**src/rtl/gfmix_pkg.sv**
```systemverilog
// Package for the GF(2^8) column mixer: constants, types and the byte multiplier.
`timescale 1ns / 1ps
`default_nettype none
package gfmix_pkg;

  // Matrix size: bytes per column and rows of coefficients
  localparam int unsigned Rows = 4;
  localparam int unsigned ByteW = 8;
  localparam int unsigned ColW = Rows * ByteW;

  // Low byte of the reduction polynomial x^8+x^4+x^3+x+1
  localparam logic [ByteW-1:0] ReducePoly = 8'h1b;

  // Coefficient register indexes
  typedef enum logic [1:0] {
    CFG_ROW0 = 2'd0,
    CFG_ROW1 = 2'd1,
    CFG_ROW2 = 2'd2,
    CFG_ROW3 = 2'd3
  } cfg_idx_t;

  // Reset matrix (forward MixColumns)
  localparam logic [ColW-1:0] CoeffRow0Rst = 32'h0203_0101;
  localparam logic [ColW-1:0] CoeffRow1Rst = 32'h0102_0301;
  localparam logic [ColW-1:0] CoeffRow2Rst = 32'h0101_0203;
  localparam logic [ColW-1:0] CoeffRow3Rst = 32'h0301_0102;

  typedef logic [Rows-1:0][ByteW-1:0] byte_vec_t;

  // Data handed from cell to cell: remaining column bytes and row sums
  typedef struct packed {
    logic [ColW-1:0] col;  // next byte to use sits in the low bits
    byte_vec_t       acc;  // running XOR sum of each output row
  } stage_t;

  // Carry-less multiply of two bytes reduced modulo 0x11b
  function automatic logic [ByteW-1:0] gf_mul(input logic [ByteW-1:0] a,
                                              input logic [ByteW-1:0] b);
    logic [ByteW-1:0] acc;
    logic [ByteW-1:0] sh;
    acc = '0;
    sh  = a;
    for (int i = 0; i < ByteW; i++) begin
      if (b[i]) begin
        acc = acc ^ sh;
      end
      sh = {sh[ByteW-2:0], 1'b0} ^ (sh[ByteW-1] ? ReducePoly : '0);
    end
    return acc;
  endfunction

endpackage
`default_nettype wire

```
**src/rtl/gf256_matrix_column_mix_core.sv**
```systemverilog
// Top level: GF(2^8) 4x4 matrix times column, built as a chain of four cells.
// An accepted request passes through all four cell registers, one cell per column byte, to out_tvalid.
// Throughput: one column per cycle while out_tready is high; each cell holds one request, and a stalled output
//   still lets earlier empty cells take new requests.
// Reset: clears all cell valid bits and loads the forward MixColumns matrix into the
//   coefficient registers.
`timescale 1ns / 1ps
`default_nettype none
module gf256_matrix_column_mix_core (
  input  logic        clk,
  input  logic        rst_n,
  input  logic        in_tvalid,
  output logic        in_tready,
  input  logic [31:0] in_tdata,    // in_byte0, in_byte1, in_byte2, in_byte3
  output logic        out_tvalid,
  input  logic        out_tready,
  output logic [31:0] out_tdata,   // out_byte0, out_byte1, out_byte2, out_byte3
  input  logic        cfg_we,
  input  logic [1:0]  cfg_index,
  input  logic [31:0] cfg_wdata
);
  import gfmix_pkg::*;

  logic [Rows-1:0][ColW-1:0] coeff_r;
  logic [Rows:0]             vld;
  logic [Rows:0]             rdy;
  stage_t                    data [Rows+1];
  byte_vec_t                 cell_coeff [Rows];

  // Coefficient registers
  always_ff @(posedge clk) begin
    if (!rst_n) begin
      coeff_r[CFG_ROW0] <= CoeffRow0Rst;
      coeff_r[CFG_ROW1] <= CoeffRow1Rst;
      coeff_r[CFG_ROW2] <= CoeffRow2Rst;
      coeff_r[CFG_ROW3] <= CoeffRow3Rst;
    end else if (cfg_we) begin
      coeff_r[cfg_index] <= cfg_wdata;
    end
  end

  // Chain head: full column in, row sums start at zero
  assign vld[0]       = in_tvalid;
  assign in_tready    = rdy[0];
  assign data[0].col  = in_tdata;
  assign data[0].acc  = '0;

  // Cells: cell c takes column byte c, coefficients in bits 31-8c downward
  for (genvar c = 0; c < Rows; c++) begin : g_cell
    for (genvar r = 0; r < Rows; r++) begin : g_coeff
      assign cell_coeff[c][r] = coeff_r[r][ColW-1-ByteW*c -: ByteW];
    end

    gfmix_cell u_cell (
      .clk      (clk),
      .rst_n    (rst_n),
      .up_valid (vld[c]),
      .up_ready (rdy[c]),
      .up_data  (data[c]),
      .coeff    (cell_coeff[c]),
      .dn_valid (vld[c+1]),
      .dn_ready (rdy[c+1]),
      .dn_data  (data[c+1])
    );
  end

  // Chain tail is the output register
  assign out_tvalid = vld[Rows];
  assign rdy[Rows]  = out_tready;
  assign out_tdata  = data[Rows].acc;

  // A taken output frees the whole chain
  a_ready_chain: assert property (@(posedge clk) disable iff (!rst_n)
    out_tready |-> in_tready)
    else $error("input stalled while output was taken");

  // Full chain with a stalled output must refuse input
  a_full_stall: assert property (@(posedge clk) disable iff (!rst_n)
    (&vld[Rows:1] && !out_tready) |-> !in_tready)
    else $error("input accepted into a full chain");

  // A coefficient write lands in the addressed row
  a_cfg_write: assert property (@(posedge clk) disable iff (!rst_n)
    cfg_we |=> coeff_r[$past(cfg_index)] == $past(cfg_wdata))
    else $error("coefficient write lost");

  // Nothing is offered right after reset
  a_reset_empty: assert property (@(posedge clk)
    !rst_n |=> !out_tvalid)
    else $error("output valid after reset");

endmodule
`default_nettype wire

```
**src/rtl/gfmix_cell.sv**
```systemverilog
// One cell of the mixer chain: folds one column byte into all four row sums.
`timescale 1ns / 1ps
`default_nettype none
module gfmix_cell (
  input  logic                clk,
  input  logic                rst_n,
  input  logic                up_valid,
  output logic                up_ready,
  input  gfmix_pkg::stage_t   up_data,
  input  gfmix_pkg::byte_vec_t coeff,   // this column's coefficient of each row
  output logic                dn_valid,
  input  logic                dn_ready,
  output gfmix_pkg::stage_t   dn_data
);
  import gfmix_pkg::*;

  logic   valid_r;
  stage_t data_r;
  stage_t data_nxt;

  // Stage can load when empty or when its content moves on
  assign up_ready = !valid_r || dn_ready;

  // Multiply the low byte by each row coefficient, shift the column down
  always_comb begin
    data_nxt.col = {{ByteW{1'b0}}, up_data.col[ColW-1:ByteW]};
    for (int r = 0; r < Rows; r++) begin
      data_nxt.acc[r] = up_data.acc[r] ^ gf_mul(coeff[r], up_data.col[ByteW-1:0]);
    end
  end

  always_ff @(posedge clk) begin
    if (!rst_n) begin
      valid_r <= 1'b0;
    end else if (up_ready) begin
      valid_r <= up_valid;
    end
  end

  always_ff @(posedge clk) begin
    if (up_ready && up_valid) begin
      data_r <= data_nxt;
    end
  end

  assign dn_valid = valid_r;
  assign dn_data  = data_r;

endmodule
`default_nettype wire

```
**config.mk**
```make
export PLATFORM = sky130hd
export DESIGN_NAME = gf256_matrix_column_mix_core
export DESIGN_NICKNAME = d
export VERILOG_FILES = /design/src/rtl/gfmix_pkg.sv /design/src/rtl/gf256_matrix_column_mix_core.sv /design/src/rtl/gfmix_cell.sv
export SDC_FILE = /design/constraint.sdc
export NUM_CORES = 2
export LEC_CHECK = 0
export BUFFER_PORTS_ARGS = -buffer_cell sky130_fd_sc_hd__buf_2
export CAP_MARGIN = 20
export CORE_UTILIZATION = 33
export CTS_BUF_LIST = sky130_fd_sc_hd__clkbuf_16
export CTS_CLUSTER_DIAMETER = 60
export CTS_CLUSTER_SIZE = 16
export DETAILED_ROUTE_END_ITERATION = 8
export GPL_TIMING_DRIVEN = 0
export HOLD_SLACK_MARGIN = 0.15
export SLEW_MARGIN = 20
export SYNTH_ARGS = -nofsm -noshare
export SYNTH_HDL_FRONTEND = slang
export SYNTH_SLANG_ARGS = --single-unit
```
**constraint.sdc**
```tcl
create_clock -name clk -period 3.55 [get_ports clk]
set_input_delay 0.1775 -clock clk [delete_from_list [all_inputs] [get_ports clk]]
set_output_delay 0.1775 -clock clk [all_outputs]
set_load 0.005 [all_outputs]
```
# Word-level counts from Yosys, hierarchy flattened
# Index checks and enable logic that the tools add are counted.
# Widths: inputs -> output; s select.
totals:
  register_bits: 308
  word_cells: 521
classes:
  muxes: 243
  n_bitwise: 236
  magnitude_cmp: 2
  n_reduce_logical: 13
op_table:
  columns: ["operator", "count"]
  rows:
  - ["$xor 8x8->8", 236]
  - ["$mux 8", 128]
  - ["$mux 5", 112]
  - ["$bwmux 128", 1]
  - ["$demux 32 s2", 1]
  - ["$mux 32", 1]
  - ["$logic_and 1x1->1", 5]
  - ["$logic_not 1->1", 4]
  - ["$logic_or 1x1->1", 4]
  - ["$lt 2x3->1 const B", 1]
  - ["$ge 2x1->1 const B", 1]

# Longest topological paths before layout
depth:
  word_depth: 17
  mapped_depth: 8
  mapped_depth_nobuf: 6

# Cells and area by module
# From an unflattened synthesis, not the netlist that was laid out.
unflattened:
  cells_unflattened: 3464
  hier_area_um2: 31576.5
by_module_without_submodules:
  columns: ["module", "cells_each", "n_inst", "seq_area_each_um2", "area_each_um2"]
  rows:
  - ["gfmix_cell", 749, 4, 1701.6, 6697.7]
  - ["gf256_matrix_column_mix_core", 468, 1, 2562.5, 4785.8]

# Worst setup path after synthesis
# OpenSTA, ideal clock, no wires.
synth_path:
  path_kind: "reg2reg"
  start: "register g_cell[3].u_cell.valid_r"
  end: "register g_cell[2].u_cell.data_r (netlist bit g_cell[2].u_cell.dn_data[0]), enable pin"
  period_less_slack_ns: 3.920
  setup_slack_ns: -0.370
  stages_incl_launch_ff: 3
  required_time_ns: 3.051
  arrival_time_ns: 3.421
  setup_ns: 0.499
  path_cell_list: "dfxtp_1 -> nor2b_1 -> a21boi_0"
synth_between:
  elab_chain_cells: 4
synth_lines:
  columns: ["item", "line_no", "rtl"]
  rows:
  - ["from (decl)", "gfmix_cell.sv:17", "logic valid_r;"]
  - ["from (signal assigned)", "gfmix_cell.sv:36", "valid_r <= up_valid;"]
  - ["$logic_not 1->1", "gfmix_cell.sv:22", "assign up_ready = !valid_r || dn_ready;"]
  - ["$logic_or 1x1->1 (2 in a row)", "gfmix_cell.sv:22", null]
  - ["$logic_and 1x1->1", "gfmix_cell.sv:41", "if (up_ready && up_valid) begin"]
  - ["to (signal assigned)", "gfmix_cell.sv:42", "data_r <= data_nxt;"]
  - ["to (decl)", "gfmix_cell.sv:18", "stage_t data_r;"]
# Every way passes these cells.
# A chain may end at the register's enable or synchronous reset.

==> impl_metrics.ini <==
[logic_synthesis]
synth-async-reset-ratio_pct = 0
synthesis.nets = 3929
synth_ff_type = edfxtp_1
yosys_warnings = 0
synth_cells = 3858
syn_area_sq_um = 30700
yosys.cell_types.count = 62
syn_area_per_cell_sq_um = 7.97
yosysSeqAreaShare_pct = 25.8
synth-seq-cells = 308
synth_edf_count = 176

[detailed_routing]
routed-via-count = 27200
antenna_left = 0
dr.first_iter.drc_count = 2992
drc = 0
wl_per_cell_um = 21.2
drtPass1Iterations = 6
wl_um = 113000
avgViaCountPerCell = 5.11

[clock_network]
clock_sinks = 308
cts-resized-gates = 0
h-tree-depth = 2
clockBufferDepth = 3
worstSkewPairLatency_ns = 0.60
cts_tree = done
cts_root_buffer = clkbuf_16
post_cts_buffers = 0
cts_buffers = 36
path_clk_slew_ns = 0.07

[worst_setup_path]
worst_setup_path_end_kind = register
ff2ff_path_depth = 7
crit_path_start_kind = register
required_ns = 3.86
crit_fanout = 10
cp.arrival_ns = 3.32
crit_type = register to register

[placed_design]
pre_cts_slack_ns = 0.616
place_inst = 5203
gp_congestion = 0.990
port_buffers = 97
placed_cell_area_sq_um = 32900
dp_hpwl_um = 85100

[hold_path]
worstHoldPathCells = 2
hold_path.class = input port to register

[timing]
finalCriticalPeriod_ns = 3.01
rsz0062_at_grt = false
slew_headroom_pct = 29.7
fin_worst_skew_ns = 0.0402
fin_ws_ns = 0.544
fmax_mhz = 333
setup_viol = 0
fin_crit_sh_pct = 84.7
hold_viol_final = 0
worst_pin_slew_ns = 1.05
slew_violations = 0
fin_tns_setup_ns = 0
hold_slack_ns = 0.257

[run_status]
status = complete, no violations

[final_layout]
nets = 4132
finalNonFillerCells = 5333
finish.utilization_pct = 37.8
syn_to_final_growth_pct = 13.0
final_cell_mix = 1074 x nand2_1, 883 x xnor2_1, 311 x xor2_1, 215 x buf_2, 178 x clkbuf_1
final_common_cell = nand2_1
layout-drive-gt1-share_pct = 9.79
fin_area_sq_um = 34700

[floorplanning]
core-area_sq_um = 91900
row_count = 111
die_y_um = 307
die_x_um = 307
top_level_ports = 105
design.die.area_sq_um = 94400
start_util_pct = 33.4

[power_and_ir_drop]
cellLeakagePower_nw = 12.2
p_sw_mw = 4.78
internal-power_mw = 8.40
clkPwrFrac_pct = 28.4
power.density_nw_per_um2 = 380
p_sw_share_pct = 36.3
ir_worst_vdd_mv = 0.286
p_seq_share_pct = 34.1
power_mw = 13.2
combPwrFrac_pct = 37.5

[flow_run]
max_cap_viol_count = 0

[global_routing]
grt_pass1_vias = 25300
grt_overflow = 0
grt_start_max_net_pins = 47
grt_pass1_wl_um = 166000
grt_antenna_before_repair = 3
gr-usage-all-layers_pct = 23.4
-- what timing repair did --
item / in CTS / in global routing
hold buffers: 63 / 0
hold endpoints to repair: 165 / 0
endpoints found under the setup margin: 0 / 0
-- critical path: stages (launching register included) --
cell and delay [ns]:
edfxtp_1 0.32, clkbuf_1 0.42, clkbuf_1 0.57, buf_1 0.70
a21oi_1 0.08, a211oi_1 0.32, xor2_1 0.21, xnor2_1 0.12
-- cells by family (layout without fill, tap and decap cells) --
family                    Yosys count  count (layout)  share of synthesized area, %
and+or+nand+nor                  1294            1294                          16.8
buffers and inverters             434             663                          6.27
muxes                              35              35                          1.18
DFF                               308             308                          25.8
other                               0               3                             0
AOI/OAI and AO/OA                 522             522                          11.3
xor gates and xnor gates         1265            1265                          38.6
-- area by class of cell --
type | instances | area [sq um]
Timing Repair Buffer | 165 | 1240
Inverter | 51 | 191
Buffer | 383 | 1740
Tap cell | 1243 | 1560
Clock inverter | 28 | 264
Sequential cell | 308 | 7930
Multi-Input combinational cell | 3116 | 20900
Fill cell | 9704 | 57200
Antenna cell | 3 | 7.51
Clock buffer | 36 | 901
-- worst paths after layout --
path	slack [ns]	start	end
setup reg to reg	0.54	g_cell[2].u_cell.dn_data[34]$_DFFE_PP_	g_cell[3].u_cell.dn_data[18]$_DFFE_PP_
hold reg to reg	0.42	g_cell[1].u_cell.dn_data[40]$_DFFE_PP_	g_cell[2].u_cell.dn_data[32]$_DFFE_PP_
setup / recovery	0.54	g_cell[2].u_cell.dn_data[34]$_DFFE_PP_	g_cell[3].u_cell.dn_data[18]$_DFFE_PP_
hold / removal	0.26	rst_n	g_cell[1].u_cell.dn_valid$_SDFFE_PN0P_
-- registers in the layout, indices dropped and copies added, names as in the netlist --
name,flops
cell_coeff,128
g_cell.u_cell.dn_data,176
g_cell.u_cell.dn_valid,4
-- metal layers --
metal / share of wire [%] / GRT usage, %
met5: 0 / 0
met1: 42 / 30.9
met2: 45 / 37.5
met4: 5.1 / 11.1
met3: 8.4 / 3.43
-- Yosys cell counts, types with 3 or more instances --
cell type,instances,area share (%)
a2bb2oi_1,5,0.14
buf_4,39,0.95
nor4_1,8,0.16
clkbuf_2,3,0.049
nor2_1,62,0.76
inv_1,46,0.56
a22o_1,4,0.11
o22ai_1,47,0.96
nand3_1,57,0.93
xnor3_1,16,1.2
xor2_2,22,1.2
xnor2_2,13,0.69
a31oi_1,4,0.081
clkbuf_1,178,2.2
or2_2,19,0.39
a211oi_1,26,0.63
xnor2_1,883,25
mux2_2,10,0.37
nor2b_1,17,0.35
a22oi_1,33,0.81
nand2b_1,19,0.39
nand2_1,1074,13
dfxtp_1,132,8.6
xor3_1,14,1.1
buf_1,45,0.55
a21oi_1,130,2.1
clkinv_1,3,0.037
xor3_2,6,0.49
nor3_1,18,0.29
a311o_1,7,0.23
buf_2,118,1.9
a21boi_0,115,2.8
edfxtp_1,176,17
o221ai_1,35,1.0
mux2i_1,25,0.81
o21ai_0,64,1.0
nor3b_1,4,0.098
o22a_1,13,0.37
and3_1,8,0.16
xor2_1,311,8.9
o211ai_1,18,0.44
a211o_1,3,0.085
-- power by group through the flow --
stage	sequential, mW	clock (mW)	combinational [mW]
after floorplan	4.46	0	3.60
after global placement	4.58	0	4.74
after detailed placement	4.57	0	4.79
after CTS	4.49	3.86	4.86
after global routing	4.51	3.97	5.24
final	4.50	3.75	4.94
(Power assumes the default switching activity.)
